**config.mk**
```make
export PLATFORM = sky130hd
export DESIGN_NAME = vna_ctrl
export DESIGN_NICKNAME = d
export VERILOG_FILES = /design/src/sv/vna_pkg.sv /design/src/sv/vna_ctrl.sv
export SDC_FILE = /design/constraint.sdc
export NUM_CORES = 1
export LEC_CHECK = 0
export ABC_AREA = 1
export BUFFER_PORTS_ARGS = -buffer_cell sky130_fd_sc_hd__buf_4
export CORE_ASPECT_RATIO = 0.75
export CORE_MARGIN = 3
export CORE_UTILIZATION = 38
export CTS_CLUSTER_DIAMETER = 40
export CTS_CLUSTER_SIZE = 25
export DETAILED_ROUTE_END_ITERATION = 8
export GPL_ROUTABILITY_DRIVEN = 0
export PLACE_DENSITY = 0.6
export SYNTH_ARGS = -nofsm -noshare
export SYNTH_HDL_FRONTEND = slang
export SYNTH_SLANG_ARGS = --single-unit
```
**constraint.sdc**
```tcl
create_clock -name i_clk -period 2.94 [get_ports i_clk]
set_input_delay 0.441 -clock i_clk [delete_from_list [all_inputs] [get_ports i_clk]]
set_output_delay 0.441 -clock i_clk [all_outputs]
set_load 0.005 [all_outputs]
```
**src/sv/vna_pkg.sv**
```systemverilog
// Package for the vertex normal accumulator: payload structs, function and
// datapath operation codes, and the controller/datapath command and status types.
// No dependencies.
package vna_pkg;

    localparam int IDX_W   = 10;
    localparam int FIELD_W = 16;
    localparam int NORM_W  = 16;

    // Normalized magnitudes land in [2^NORM_LO, 2^NORM_HI).
    localparam int NORM_HI = 30;
    localparam int NORM_LO = 29;
    localparam int MAG_W   = NORM_HI;
    localparam int SQ_W    = 2 * MAG_W;
    localparam int ACC_W   = 64;
    localparam int ROOT_W  = 32;
    localparam int DIV_W   = 48;
    localparam int Q_W     = 16;
    localparam int Q_FRAC  = 15;

    localparam logic [1:0] FUNC_LOAD  = 2'd0;
    localparam logic [1:0] FUNC_TRI   = 2'd1;
    localparam logic [1:0] FUNC_QUERY = 2'd2;
    localparam logic [1:0] FUNC_NEW   = 2'd3;

    localparam logic signed [NORM_W-1:0] Q_ONE = 16'sd16384;

    localparam logic [4:0] OP_NOP       = 5'd0;
    localparam logic [4:0] OP_CAPTURE   = 5'd1;
    localparam logic [4:0] OP_LOAD      = 5'd2;
    localparam logic [4:0] OP_CLEAR     = 5'd3;
    localparam logic [4:0] OP_POS_RD    = 5'd4;
    localparam logic [4:0] OP_POS_CAP   = 5'd5;
    localparam logic [4:0] OP_EDGE      = 5'd6;
    localparam logic [4:0] OP_MUL       = 5'd7;
    localparam logic [4:0] OP_CR_ACC    = 5'd8;
    localparam logic [4:0] OP_SUM_RD    = 5'd9;
    localparam logic [4:0] OP_SUM_WR    = 5'd10;
    localparam logic [4:0] OP_Q_LOAD    = 5'd11;
    localparam logic [4:0] OP_NORM      = 5'd12;
    localparam logic [4:0] OP_SQ_MUL    = 5'd13;
    localparam logic [4:0] OP_SQ_ACC    = 5'd14;
    localparam logic [4:0] OP_SQRT_INIT = 5'd15;
    localparam logic [4:0] OP_SQRT      = 5'd16;
    localparam logic [4:0] OP_DIV_INIT  = 5'd17;
    localparam logic [4:0] OP_DIV       = 5'd18;
    localparam logic [4:0] OP_DIV_STORE = 5'd19;
    localparam logic [4:0] OP_OUT       = 5'd20;
    localparam logic [4:0] OP_OUT_DEF   = 5'd21;
    localparam logic [4:0] OP_OUT_BAD   = 5'd22;

    typedef struct packed {
        logic [1:0]                func;
        logic signed [FIELD_W-1:0] pos_x;
        logic signed [FIELD_W-1:0] pos_y;
        logic signed [FIELD_W-1:0] pos_z;
        logic [IDX_W-1:0]          idx_a;
        logic [IDX_W-1:0]          idx_b;
        logic [IDX_W-1:0]          idx_c;
    } t_in;

    typedef struct packed {
        logic signed [NORM_W-1:0] norm_x;
        logic signed [NORM_W-1:0] norm_y;
        logic signed [NORM_W-1:0] norm_z;
        logic                     used_default;
        logic                     bad_index;
        logic                     saturated;
    } t_out;

    typedef struct packed {
        logic [4:0] op;
        logic [1:0] sel;
        logic [2:0] step;
    } t_cmd;

    typedef struct packed {
        logic [1:0] func;
        logic       full;
        logic       tri_bad;
        logic       q_bad;
        logic       big_zero;
        logic       need_norm;
        logic       sqrt_last;
        logic       div_last;
        logic       out_full;
    } t_sts;

endpackage

```
**src/sv/vna_ctrl.sv**
```systemverilog
// Controller state machine for the vertex normal accumulator.
// Depends on vna_pkg; drives the datapath only through t_cmd and reads t_sts.
module vna_ctrl import vna_pkg::*; (
    input  logic i_clk,
    input  logic i_rst_n,
    input  logic i_in_valid,
    output logic o_in_stall,
    input  t_sts i_sts,
    output t_cmd o_cmd
);

    localparam logic [4:0] ST_IDLE  = 5'd0;
    localparam logic [4:0] ST_DEC   = 5'd1;
    localparam logic [4:0] ST_T_RD  = 5'd2;
    localparam logic [4:0] ST_T_CAP = 5'd3;
    localparam logic [4:0] ST_T_EDG = 5'd4;
    localparam logic [4:0] ST_T_MUL = 5'd5;
    localparam logic [4:0] ST_T_ACC = 5'd6;
    localparam logic [4:0] ST_T_SRD = 5'd7;
    localparam logic [4:0] ST_T_SWR = 5'd8;
    localparam logic [4:0] ST_Q_RD  = 5'd9;
    localparam logic [4:0] ST_Q_LD  = 5'd10;
    localparam logic [4:0] ST_Q_CHK = 5'd11;
    localparam logic [4:0] ST_Q_SQM = 5'd12;
    localparam logic [4:0] ST_Q_SQA = 5'd13;
    localparam logic [4:0] ST_Q_SQI = 5'd14;
    localparam logic [4:0] ST_Q_SQR = 5'd15;
    localparam logic [4:0] ST_Q_DI  = 5'd16;
    localparam logic [4:0] ST_Q_DIV = 5'd17;
    localparam logic [4:0] ST_Q_DST = 5'd18;
    localparam logic [4:0] ST_Q_OUT = 5'd19;
    localparam logic [4:0] ST_Q_DEF = 5'd20;
    localparam logic [4:0] ST_Q_BAD = 5'd21;

    logic [4:0] r_state, n_state;
    logic [2:0] r_k, n_k;

    always_ff @(posedge i_clk) begin
        if (!i_rst_n) begin
            r_state <= ST_IDLE;
            r_k     <= 3'd0;
        end else begin
            r_state <= n_state;
            r_k     <= n_k;
        end
    end

    assign o_in_stall = (r_state != ST_IDLE);

    always_comb begin
        n_state    = r_state;
        n_k        = r_k;
        o_cmd.op   = OP_NOP;
        o_cmd.sel  = r_k[1:0];
        o_cmd.step = r_k;
        case (r_state)
            ST_IDLE: begin
                if (i_in_valid) begin
                    o_cmd.op = OP_CAPTURE;
                    n_state  = ST_DEC;
                end
            end
            ST_DEC: begin
                n_k = 3'd0;
                case (i_sts.func)
                    FUNC_LOAD: begin
                        if (!i_sts.full) o_cmd.op = OP_LOAD;
                        n_state = ST_IDLE;
                    end
                    FUNC_TRI: begin
                        n_state = i_sts.tri_bad ? ST_IDLE : ST_T_RD;
                    end
                    FUNC_QUERY: begin
                        n_state = i_sts.q_bad ? ST_Q_BAD : ST_Q_RD;
                    end
                    default: begin
                        o_cmd.op = OP_CLEAR;
                        n_state  = ST_IDLE;
                    end
                endcase
            end
            ST_T_RD: begin
                o_cmd.op = OP_POS_RD;
                n_state  = ST_T_CAP;
            end
            ST_T_CAP: begin
                o_cmd.op = OP_POS_CAP;
                if (r_k == 3'd2) begin
                    n_state = ST_T_EDG;
                end else begin
                    n_k     = r_k + 3'd1;
                    n_state = ST_T_RD;
                end
            end
            ST_T_EDG: begin
                o_cmd.op = OP_EDGE;
                n_k      = 3'd0;
                n_state  = ST_T_MUL;
            end
            ST_T_MUL: begin
                o_cmd.op = OP_MUL;
                n_state  = ST_T_ACC;
            end
            ST_T_ACC: begin
                o_cmd.op = OP_CR_ACC;
                if (r_k == 3'd5) begin
                    n_k     = 3'd0;
                    n_state = ST_T_SRD;
                end else begin
                    n_k     = r_k + 3'd1;
                    n_state = ST_T_MUL;
                end
            end
            ST_T_SRD: begin
                o_cmd.op = OP_SUM_RD;
                n_state  = ST_T_SWR;
            end
            ST_T_SWR: begin
                o_cmd.op = OP_SUM_WR;
                if (r_k == 3'd2) begin
                    n_state = ST_IDLE;
                end else begin
                    n_k     = r_k + 3'd1;
                    n_state = ST_T_SRD;
                end
            end
            ST_Q_RD: begin
                o_cmd.op = OP_SUM_RD;
                n_state  = ST_Q_LD;
            end
            ST_Q_LD: begin
                o_cmd.op = OP_Q_LOAD;
                n_state  = ST_Q_CHK;
            end
            ST_Q_CHK: begin
                n_k = 3'd0;
                if (i_sts.big_zero) begin
                    n_state = ST_Q_DEF;
                end else if (i_sts.need_norm) begin
                    o_cmd.op = OP_NORM;
                end else begin
                    n_state = ST_Q_SQM;
                end
            end
            ST_Q_SQM: begin
                o_cmd.op = OP_SQ_MUL;
                n_state  = ST_Q_SQA;
            end
            ST_Q_SQA: begin
                o_cmd.op = OP_SQ_ACC;
                if (r_k == 3'd2) begin
                    n_state = ST_Q_SQI;
                end else begin
                    n_k     = r_k + 3'd1;
                    n_state = ST_Q_SQM;
                end
            end
            ST_Q_SQI: begin
                o_cmd.op = OP_SQRT_INIT;
                n_state  = ST_Q_SQR;
            end
            ST_Q_SQR: begin
                o_cmd.op = OP_SQRT;
                if (i_sts.sqrt_last) begin
                    n_k     = 3'd0;
                    n_state = ST_Q_DI;
                end
            end
            ST_Q_DI: begin
                o_cmd.op = OP_DIV_INIT;
                n_state  = ST_Q_DIV;
            end
            ST_Q_DIV: begin
                o_cmd.op = OP_DIV;
                if (i_sts.div_last) n_state = ST_Q_DST;
            end
            ST_Q_DST: begin
                o_cmd.op = OP_DIV_STORE;
                if (r_k == 3'd2) begin
                    n_state = ST_Q_OUT;
                end else begin
                    n_k     = r_k + 3'd1;
                    n_state = ST_Q_DI;
                end
            end
            ST_Q_OUT: begin
                if (!i_sts.out_full) begin
                    o_cmd.op = OP_OUT;
                    n_state  = ST_IDLE;
                end
            end
            ST_Q_DEF: begin
                if (!i_sts.out_full) begin
                    o_cmd.op = OP_OUT_DEF;
                    n_state  = ST_IDLE;
                end
            end
            ST_Q_BAD: begin
                if (!i_sts.out_full) begin
                    o_cmd.op = OP_OUT_BAD;
                    n_state  = ST_IDLE;
                end
            end
            default: begin
                n_state = ST_IDLE;
            end
        endcase
    end

endmodule

```
== Word level (Yosys, flattened, before mapping) ==
Cells that the tools add are included.
Word-level totals
  input port bits: 13
  bits in registers: 8
  output and inout port bits: 11
Operators by class
  add/sub/neg operators: 1
  reduce and logical (&&, ||, !) cells: 11
  multiplexer cells: 28
  equal/unequal tests: 31
Operators by type and width (number)
  $pmux W5 S21: 1
  $pmux W5 S20: 1
  $mux W5: 10
  $eq A5 B4 Y1 const B: 8
  $eq A5 B5 Y1 const B: 6
  $eq A5 B3 Y1 const B: 4
  $mux W3: 5
  $pmux W3 S4: 1
  $eq A5 B2 Y1 const B: 2
  $mux W2: 5
  $ne A2 B2 Y1 const B: 5
  $pmux W5 S2: 1
  $mux W4: 2
  $reduce_or A3 Y1: 2
  $eq A5 B1 Y1 const B: 1
  $logic_not A5 Y1: 1
  $reduce_and A5 Y1: 1
  $reduce_bool A5 Y1: 1
  $pmux W2 S2: 1
  $reduce_bool A4 Y1: 1
  $reduce_or A2 Y1: 2
  $reduce_or A4 Y1: 1
  $add A3 B1 Y3 const B: 1
  $eq A3 B2 Y1 const B: 1
  7 further kinds: 7

== Longest topological paths before layout ==
Gate-level depths: netlist of run 1.
  word-level depth: 4
  gate-level depth with buffers: 12
  mapped depth without buffers: 11

== Worst setup path before layout of run 1 ==
No wires, ideal clock.
  path kind: flip-flop to output port
  from: reg r_state[1]
  to: out o_cmd[6] (netlist bit)
  required time: 2.499 ns
  path buffers: 0
  cell stages (with the launch flop): 6
  path slack: 1.396 ns
  arrival time: 1.103 ns
  cells stage by stage: dfxtp_1 nor2_1 nand2_1 nor2_1 nor4_1 nand4_1
RTL lines
  start, declared: RTL line vna_ctrl.sv:35  | logic [4:0] r_state, n_state;
  start signal, assigned: RTL line vna_ctrl.sv:43  | r_state <= n_state;
  end, declared: RTL line vna_ctrl.sv:9  | output t_cmd o_cmd

==> metrics.md, run 1 <==
| Metric | Value |
|---|---|
| CTS Buf Count | 3 |
| Antenna-violating nets left | 0 |
| Detail Route met2 WL | 1540 um |
| Worst reg-to-reg setup slack | between 1 and 1.5 ns |
| F_max | between 400 and 500 MHz |
| Sequential element share of the synthesized area | between 10% and 20% |
| Largest net degree at the start of global routing | 13 |
| FF-to-FF Start | r_state[4]$_SDFFE_PN0P_ |
| Synth unique cells | 26 |
| VDD IR max | about 0.31 mV |
| Required time worst endpoint | between 2 and 3 ns |
| Top layer in use | met4 |
| Clock transition at path regs | about 0.04 ns |
| First-pass GRT wire length | 5530 um |
| Cell Area, Synth | between 0.001 and 0.0015 mm2 |
| H-Tree Level Count | 1 |
| Avg Cell Area, Syn | 5.36 um2 |
| Ant diodes | 0 |
| Die Wd | between 60 and 70 um |
| Slew @ Worst Pin | slightly above 0.4 ns |
| Share of cells above drive strength 1 | about 16% |
| Initial Util | roughly two fifths |
| Hold Path Stages | 3 |
| Vias in the first global route | approximately 1,300 |
| R2R Path End | r_state[3]$_SDFFE_PN0P_ |
| Worst hold start | i_rst_n |
| Number of antenna violations at the first check in global routing | 0 |
| Final Slew Violations | 0 |
| Post-route DRC | 0 |
| Final setup fails | 0 |
| Hpwl dp | 2890 um |
| Final worst path period share | about four fifths |
| Fillers | slightly above 300 |
| CP max-delay cell | dfxtp_1 |
| CTS root buffer | clkbuf_8 |
| Clock sinks | 8 |
| PostCTS Resize Cnt | 0 |
| CP Max Fanout | 12 |
| Hold Path Class | in -> reg |
| Syn nets | between 200 and 250 |
| Cell Rows | 16 |
| Via Count | about 1,500 |
| Buf/Inv on CP | 2 |
| Cell count after synthesis | roughly 220 |
| Lkg Pwr | between 0.0007 and 0.0008 uW |
| Max Cap Viol | 0 |
| Hold-fix buffers, CTS | 0 |
| Most common cell after layout, fill and taps aside | nand2_1 |
| Met3 wire length | 385 um |
| Flops & latches, synth | 8 |
| Relative slew slack | approximately three quarters |
| Critical path class | reg -> out |
| DIE AREA | 0.00375 mm2 |
| Area growth, synth to finish | 19.3% |
| Hold WS | about 0.46 ns |
| CP endpoint kind | primary output |
| Worst-skew pair later-pin latency | 0.23 ns |
| Sequential Area | between 150 and 200 um2 |
| Max clock buf depth | 2 |
| R2r worst-path depth | 8 |
| Met1 wire length | around 1600 um |
| Setup TNS | 0 ns |
| Warning count from the yosys run | 0 |
| Worst Skew | between 0.004 and 0.005 ns |
| Detailed-route wire length | about 3500 um |
| GRT Overall Usage | around a fifth |
| Final min period | ~2.4 ns |
| CP Data Arrival Time | 1.91 ns |
| Run status | finished, final reports clean |
| DR WL/cell | roughly 13 um |
| DR iter-0 viols | a little under 300 |
| Pwr dens | around 440 mW/mm2 |
| Critical-path cell list | inv_1, nand3_2, nor2_2, nand3b_1, nand2_1, nor3_1, o21ai_0, buf_4 |
| CTS tree | yes |
| CP delay by family, top | simple AND/OR/NAND/NOR gates |
| # IOs | 24 |
| GRT Residual Overflow | 0 |
| IO buf count | 23 |
| Worst hold path endpoint | r_k[1]$_SDFFE_PN0P_ |
| RSZ-0062 raised after global routing | no |
| Multi-input gate area | 847 um2 |
| Die H | about 54 um |
| Via/cell ratio | 5.40 |
| Setup bufs post-CTS | 0 |
| Commonest non-fill, non-tap cells in the layout | 63 x nand2_1, 38 x nor2_1, 30 x inv_1 |
| DRT Pass-1 Iters | 6 |
| Core box area | 0.00276 mm2 |
| Final Hold Viols | 0 |
| NumNets Final | 258 |
| Worst path max stage delay | between 0.5 and 0.6 ns |
| CP startpoint kind | register |
## cells by family after synthesis
family,after synthesis,share of synthesized area (%)
buffers and inverters,37,13.1
DFF,8,13.8
xor gates and xnor gates,1,0.756
AOI/OAI and AO/OA,22,10.3
adders and majority gates,7,7.56
and+or+nand+nor,141,54.5
## metal layers
metal,vias to the layer above,GRT usage (%)
li1,727,-
met5,-,0
met4,0,4.46
met3,6,7.28
met2,93,30.7
met1,643,23.9
## how the worst max path moves through the flow
stage,from,to,slack [ns],depth (start not counted)
floorplan,r_state[1]$_SDFFE_PN0P_,o_cmd[6],1.40,5
global placement,r_state[4]$_SDFFE_PN0P_,o_cmd[8],0.96,8
detailed placement,r_state[4]$_SDFFE_PN0P_,o_cmd[8],0.91,8
CTS,r_state[4]$_SDFFE_PN0P_,o_cmd[8],0.64,8
global route,r_state[4]$_SDFFE_PN0P_,o_cmd[8],0.44,8
finish,r_state[4]$_SDFFE_PN0P_,o_cmd[8],0.59,8
## worst min-delay path, cell delays in order
cell and delay [ns]:
buf_4 0.10, nand2_1 0.05, nor2_1 0.07
## cell usage after synthesis
master	n	area, um2
inv_1	30	113
nor2_4	2	22.5
inv_2	1	3.75
nand3_2	3	30.0
a22oi_1	1	7.51
xnor2_1	1	8.76
nor2_2	4	25.0
nand2_1	63	236
nor3_1	2	10.0
nor3b_1	1	7.51
nor4_1	2	12.5
o21ai_0	5	25.0
o22ai_1	1	6.26
o21ai_1	2	10.0
a211oi_1	1	7.51
ha_1	7	87.6
a21oi_1	11	55.1
dfxtp_1	8	160
nand2_2	2	12.5
nor2_1	38	143
buf_4	2	15.0
nand4_1	6	37.5
o211ai_1	1	7.51
nand3b_1	2	15.0
buf_2	4	20.0
nand3_1	16	80.1
## stage by stage
stage / cells / util (%) / worst slack [ns] / cell area [um2] / power [uW]
2_1_floorplan: 216 / - / 1.40 / 1160 / 365
3_3_place_gp: 269 / 48.6 / 0.957 / 1340 / 471
3_5_place_dp: 269 / 48.6 / 0.905 / 1340 / 472
4_1_cts: 272 / 50.0 / 0.644 / 1380 / 607
5_1_grt: 272 / 50.0 / 0.440 / 1380 / 653
6_report: 272 / 50.0 / 0.589 / 1380 / 605
## state kept, by name (all words and copies together) (netlist names)
name / flops
r_k: 3
r_state: 5
## area by class of cell
type	count	area share (%)
clock buffers	3	2.99
inverters	31	8.42
multi-input cells	171	61.3
flip-flops and latches	8	11.6
well taps	36	3.26
repair buffers	23	12.5
## report_power, final
group / internal, uW / total (uW) / switching, uW
sequential: 128 / 162 / 33.6
clock: 88.5 / 130 / 41.0
combinational: 133 / 313 / 181
total: 349 / 605 / 256
Note: power is estimated with default switching activity, not from simulation.
==> inputs of run 2 (changes only) <==
==> constraint.sdc (replaced) <==
create_clock -name i_clk -period 2.2 [get_ports i_clk]
set_input_delay 0.33 -clock i_clk [delete_from_list [all_inputs] [get_ports i_clk]]
set_output_delay 0.33 -clock i_clk [all_outputs]
set_load 0.005 [all_outputs]
==> run 2 against run 1 <==
Net effect:
- clock power increased by 32%
- global-route usage grew 0.56 points
- first-iteration DRC count grew 18%
- die area is the same
- sequential power grew 31%
- combinational power is 36% higher
- register-to-register slack lost 0.69 ns
- wire length up 1.0%
- final area increased by 0.81%
- non-clock buffer count increased by 1
- flip-flop and latch count stayed put
- critical path type unchanged
- largest power group unchanged
==> metrics.md, run 2 (same netlist as run 1, synthesis figures left out) <==
| Metric | Value |
|---|---|
| Fillers | 317 (was 303) |
| Final setup fails | 0 (unchanged) |
| Worst Skew | 0.00446 ns (was 0.00482 ns) |
| Vias in the first global route | 1,298 (was 1,276) |
| Flip-flop count of the largest register after layout | 5 (unchanged) |
| DIE AREA | 0.00375 mm2 (unchanged) |
| Final Slew Violations | 0 (unchanged) |
| Worst-skew pair later-pin latency | 0.23 ns (about the same) |
| GRT Overall Usage | 19.4% (was 18.9%) |
| Lkg Pwr | 0.000773 uW (was 0.000768 uW) |
| FF-to-FF Start | r_state[1]$_SDFFE_PN0P_ (was r_state[4]$_SDFFE_PN0P_) |
| DR iter-0 viols | 353 (was 298) |
| Critical path class | reg -> out (unchanged) |
| Area growth, synth to finish | 20.3% (was 19.3%) |
| Worst reg-to-reg setup slack | 0.35 ns (was 1.04 ns) |
| RSZ-0062 raised after global routing | no (unchanged) |
| CP Data Arrival Time | 1.74 ns (was 1.91 ns) |
| CTS Buf Count | 3 (unchanged) |
| Via Count | 1,472 (was 1,469) |
| CP endpoint kind | primary output (unchanged) |
| Cell mode on critical path | nor2_1 |
| VDD IR max | 0.463 mV (was 0.306 mV) |
| Run status | finished, final reports clean (unchanged) |
| First-pass GRT wire length | 5840 um (was 5530 um) |
| CP Max Fanout | 7 (was 12) |
| Top Registers | r_state: 5 flops, r_k: 3 flops (unchanged) |
| Hold Path Stages | 3 (unchanged) |
| Ant diodes | 0 (unchanged) |
| R2R Path End | r_k[0]$_SDFFE_PN0P_ (was r_state[3]$_SDFFE_PN0P_) |
| Number of antenna violations at the first check in global routing | 0 (unchanged) |
| Sequential Area | 160 um2 (unchanged) |
| Die Wd | 69.8 um (unchanged) |
| Multi-input gate area | 847 um2 (unchanged) |
| Initial Util | 41.9% (unchanged) |
| CP startpoint kind | register (unchanged) |
| Final worst path period share | roughly 94% |
| Final Util | 50.5% (was 50.0%) |
| NumNets Final | 259 (was 258) |
| IO buf count | 23 (unchanged) |
| Detailed-route wire length | 3550 um (was 3510 um) |
| Pwr dens | 581 mW/mm2 (was 437 mW/mm2) |
| R2r worst-path depth | 10 (was 8) |
| CTS root buffer | clkbuf_8 (unchanged) |
| F_max | between 400 and 500 MHz |
| DRT Pass-1 Iters | 6 (unchanged) |
| Max clock buf depth | 2 (unchanged) |
| Hpwl dp | 3000 um (was 2890 um) |
| Clock sinks | 8 (unchanged) |
| Commonest non-fill, non-tap cells in the layout | 63 x nand2_1, 38 x nor2_1, 29 x inv_1 (was 63 x nand2_1, 38 x nor2_1, 30 x inv_1) |
| Worst path max stage delay | 0.40 ns (was 0.56 ns) |
| Max Cap Viol | 0 (unchanged) |
| Worst hold path endpoint | r_k[0]$_SDFFE_PN0P_ (was r_k[1]$_SDFFE_PN0P_) |
| GRT Residual Overflow | 0 (unchanged) |
| CTS tree | yes (unchanged) |
| DR WL/cell | 13.0 um (was 12.9 um) |
| Largest net degree at the start of global routing | 12 (was 13) |
| H-Tree Level Count | 1 (unchanged) |
| Final min period | just over 2 ns |
| Required time worst endpoint | 1.87 ns (was 2.50 ns) |
| CP max-delay cell | dfxtp_1 (unchanged) |
| Top reg by flops | r_state (unchanged) |
| Clock transition at path regs | 0.04 ns (about the same) |
| Worst hold start | i_rst_n (unchanged) |
| Via/cell ratio | 5.39 (was 5.40) |
| Share of cells above drive strength 1 | 16.9% (was 16.1%) |
| Final Hold Viols | 0 (unchanged) |
| Hold Path Class | in -> reg (unchanged) |
| Antenna-violating nets left | 0 (unchanged) |
| Cell Rows | 16 (unchanged) |
| Post-route DRC | 0 (unchanged) |
| Die H | 53.8 um (unchanged) |
| Most common cell after layout, fill and taps aside | nand2_1 (unchanged) |
| # IOs | 24 (unchanged) |
| Slew @ Worst Pin | 0.396 ns (was 0.403 ns) |
| Hold-fix buffers, CTS | 0 (unchanged) |
| Critical-path cell list | nor2_1, nand2_1, nor2_1, nor3_1, o21ai_0, buf_4 (was inv_1, nand3_2, nor2_2, nand3b_1, nand2_1, nor3_1, o21ai_0, buf_4) |
| Core box area | 0.00276 mm2 (unchanged) |
| Setup TNS | 0 ns (unchanged) |
| Relative slew slack | 73.5% (was 73.1%) |
run 2: worst max-delay path: cells and delay by family, from the launching register on:
family	cells	cell delay, ns
flip-flops	1	0.40
buffers and inverters	1	0.13
AO/OA/AOI/OAI	1	0.09
AND/OR/NAND/NOR	4	0.90
run 2: worst max-delay path by stage:
stage                            startpoint       end  slack [ns]  cells after the start
global route        r_state[3]$_SDFFE_PN0P_  o_cmd[8]        0.06                      7
detailed placement  r_state[4]$_SDFFE_PN0P_  o_cmd[8]        0.38                      8
finish              r_state[1]$_SDFFE_PN0P_  o_cmd[8]        0.13                      6
CTS                 r_state[4]$_SDFFE_PN0P_  o_cmd[8]        0.15                      8
floorplan           r_state[1]$_SDFFE_PN0P_  o_cmd[6]        0.77                      5
global placement    r_state[4]$_SDFFE_PN0P_  o_cmd[8]        0.32                      8
run 2: through the flow:
stage,hold slack [ns],worst slack (ns),cell area (um2),power [uW],instances
3_3_place_gp,0.538,0.317,1350,634,270
5_1_grt,0.381,0.0593,1390,887,273
6_report,0.361,0.129,1390,810,273
3_5_place_dp,0.547,0.379,1350,638,270
4_1_cts,0.362,0.147,1390,815,273
2_1_floorplan,0.450,0.767,1160,488,216
run 2: per-layer routing:
layer | GRT usage (%) | up-vias | routed length [um]
li1 | - | 730 | -
met1 | 24.9 | 640 | 1530
met2 | 31.5 | 92 | 1530
met3 | 8.96 | 10 | 449
met4 | 1.59 | 0 | 39
met5 | 0 | - | 0
run 2: cell type report:
class / count / share of cell area [%]
clock buffers: 3 / 2.96
flip-flops and latches: 8 / 11.5
well taps: 36 / 3.23
multi-input cells: 171 / 60.8
inverters: 31 / 8.62
repair buffers: 24 / 12.9
run 2: power breakdown:
group | leakage (uW) | switching (uW) | internal [uW]
Sequential | 0.0000654 | 41.2 | 171
Clock | 0.0000216 | 54.2 | 118
Combinational | 0.000686 | 247 | 179
run 2: timing repair:
| action | CTS | global route |
|---|---|---|
| setup buffers | 0 | 0 |
| setup endpoints to repair | 0 | 1 |
| resized for setup | 0 | 1 |
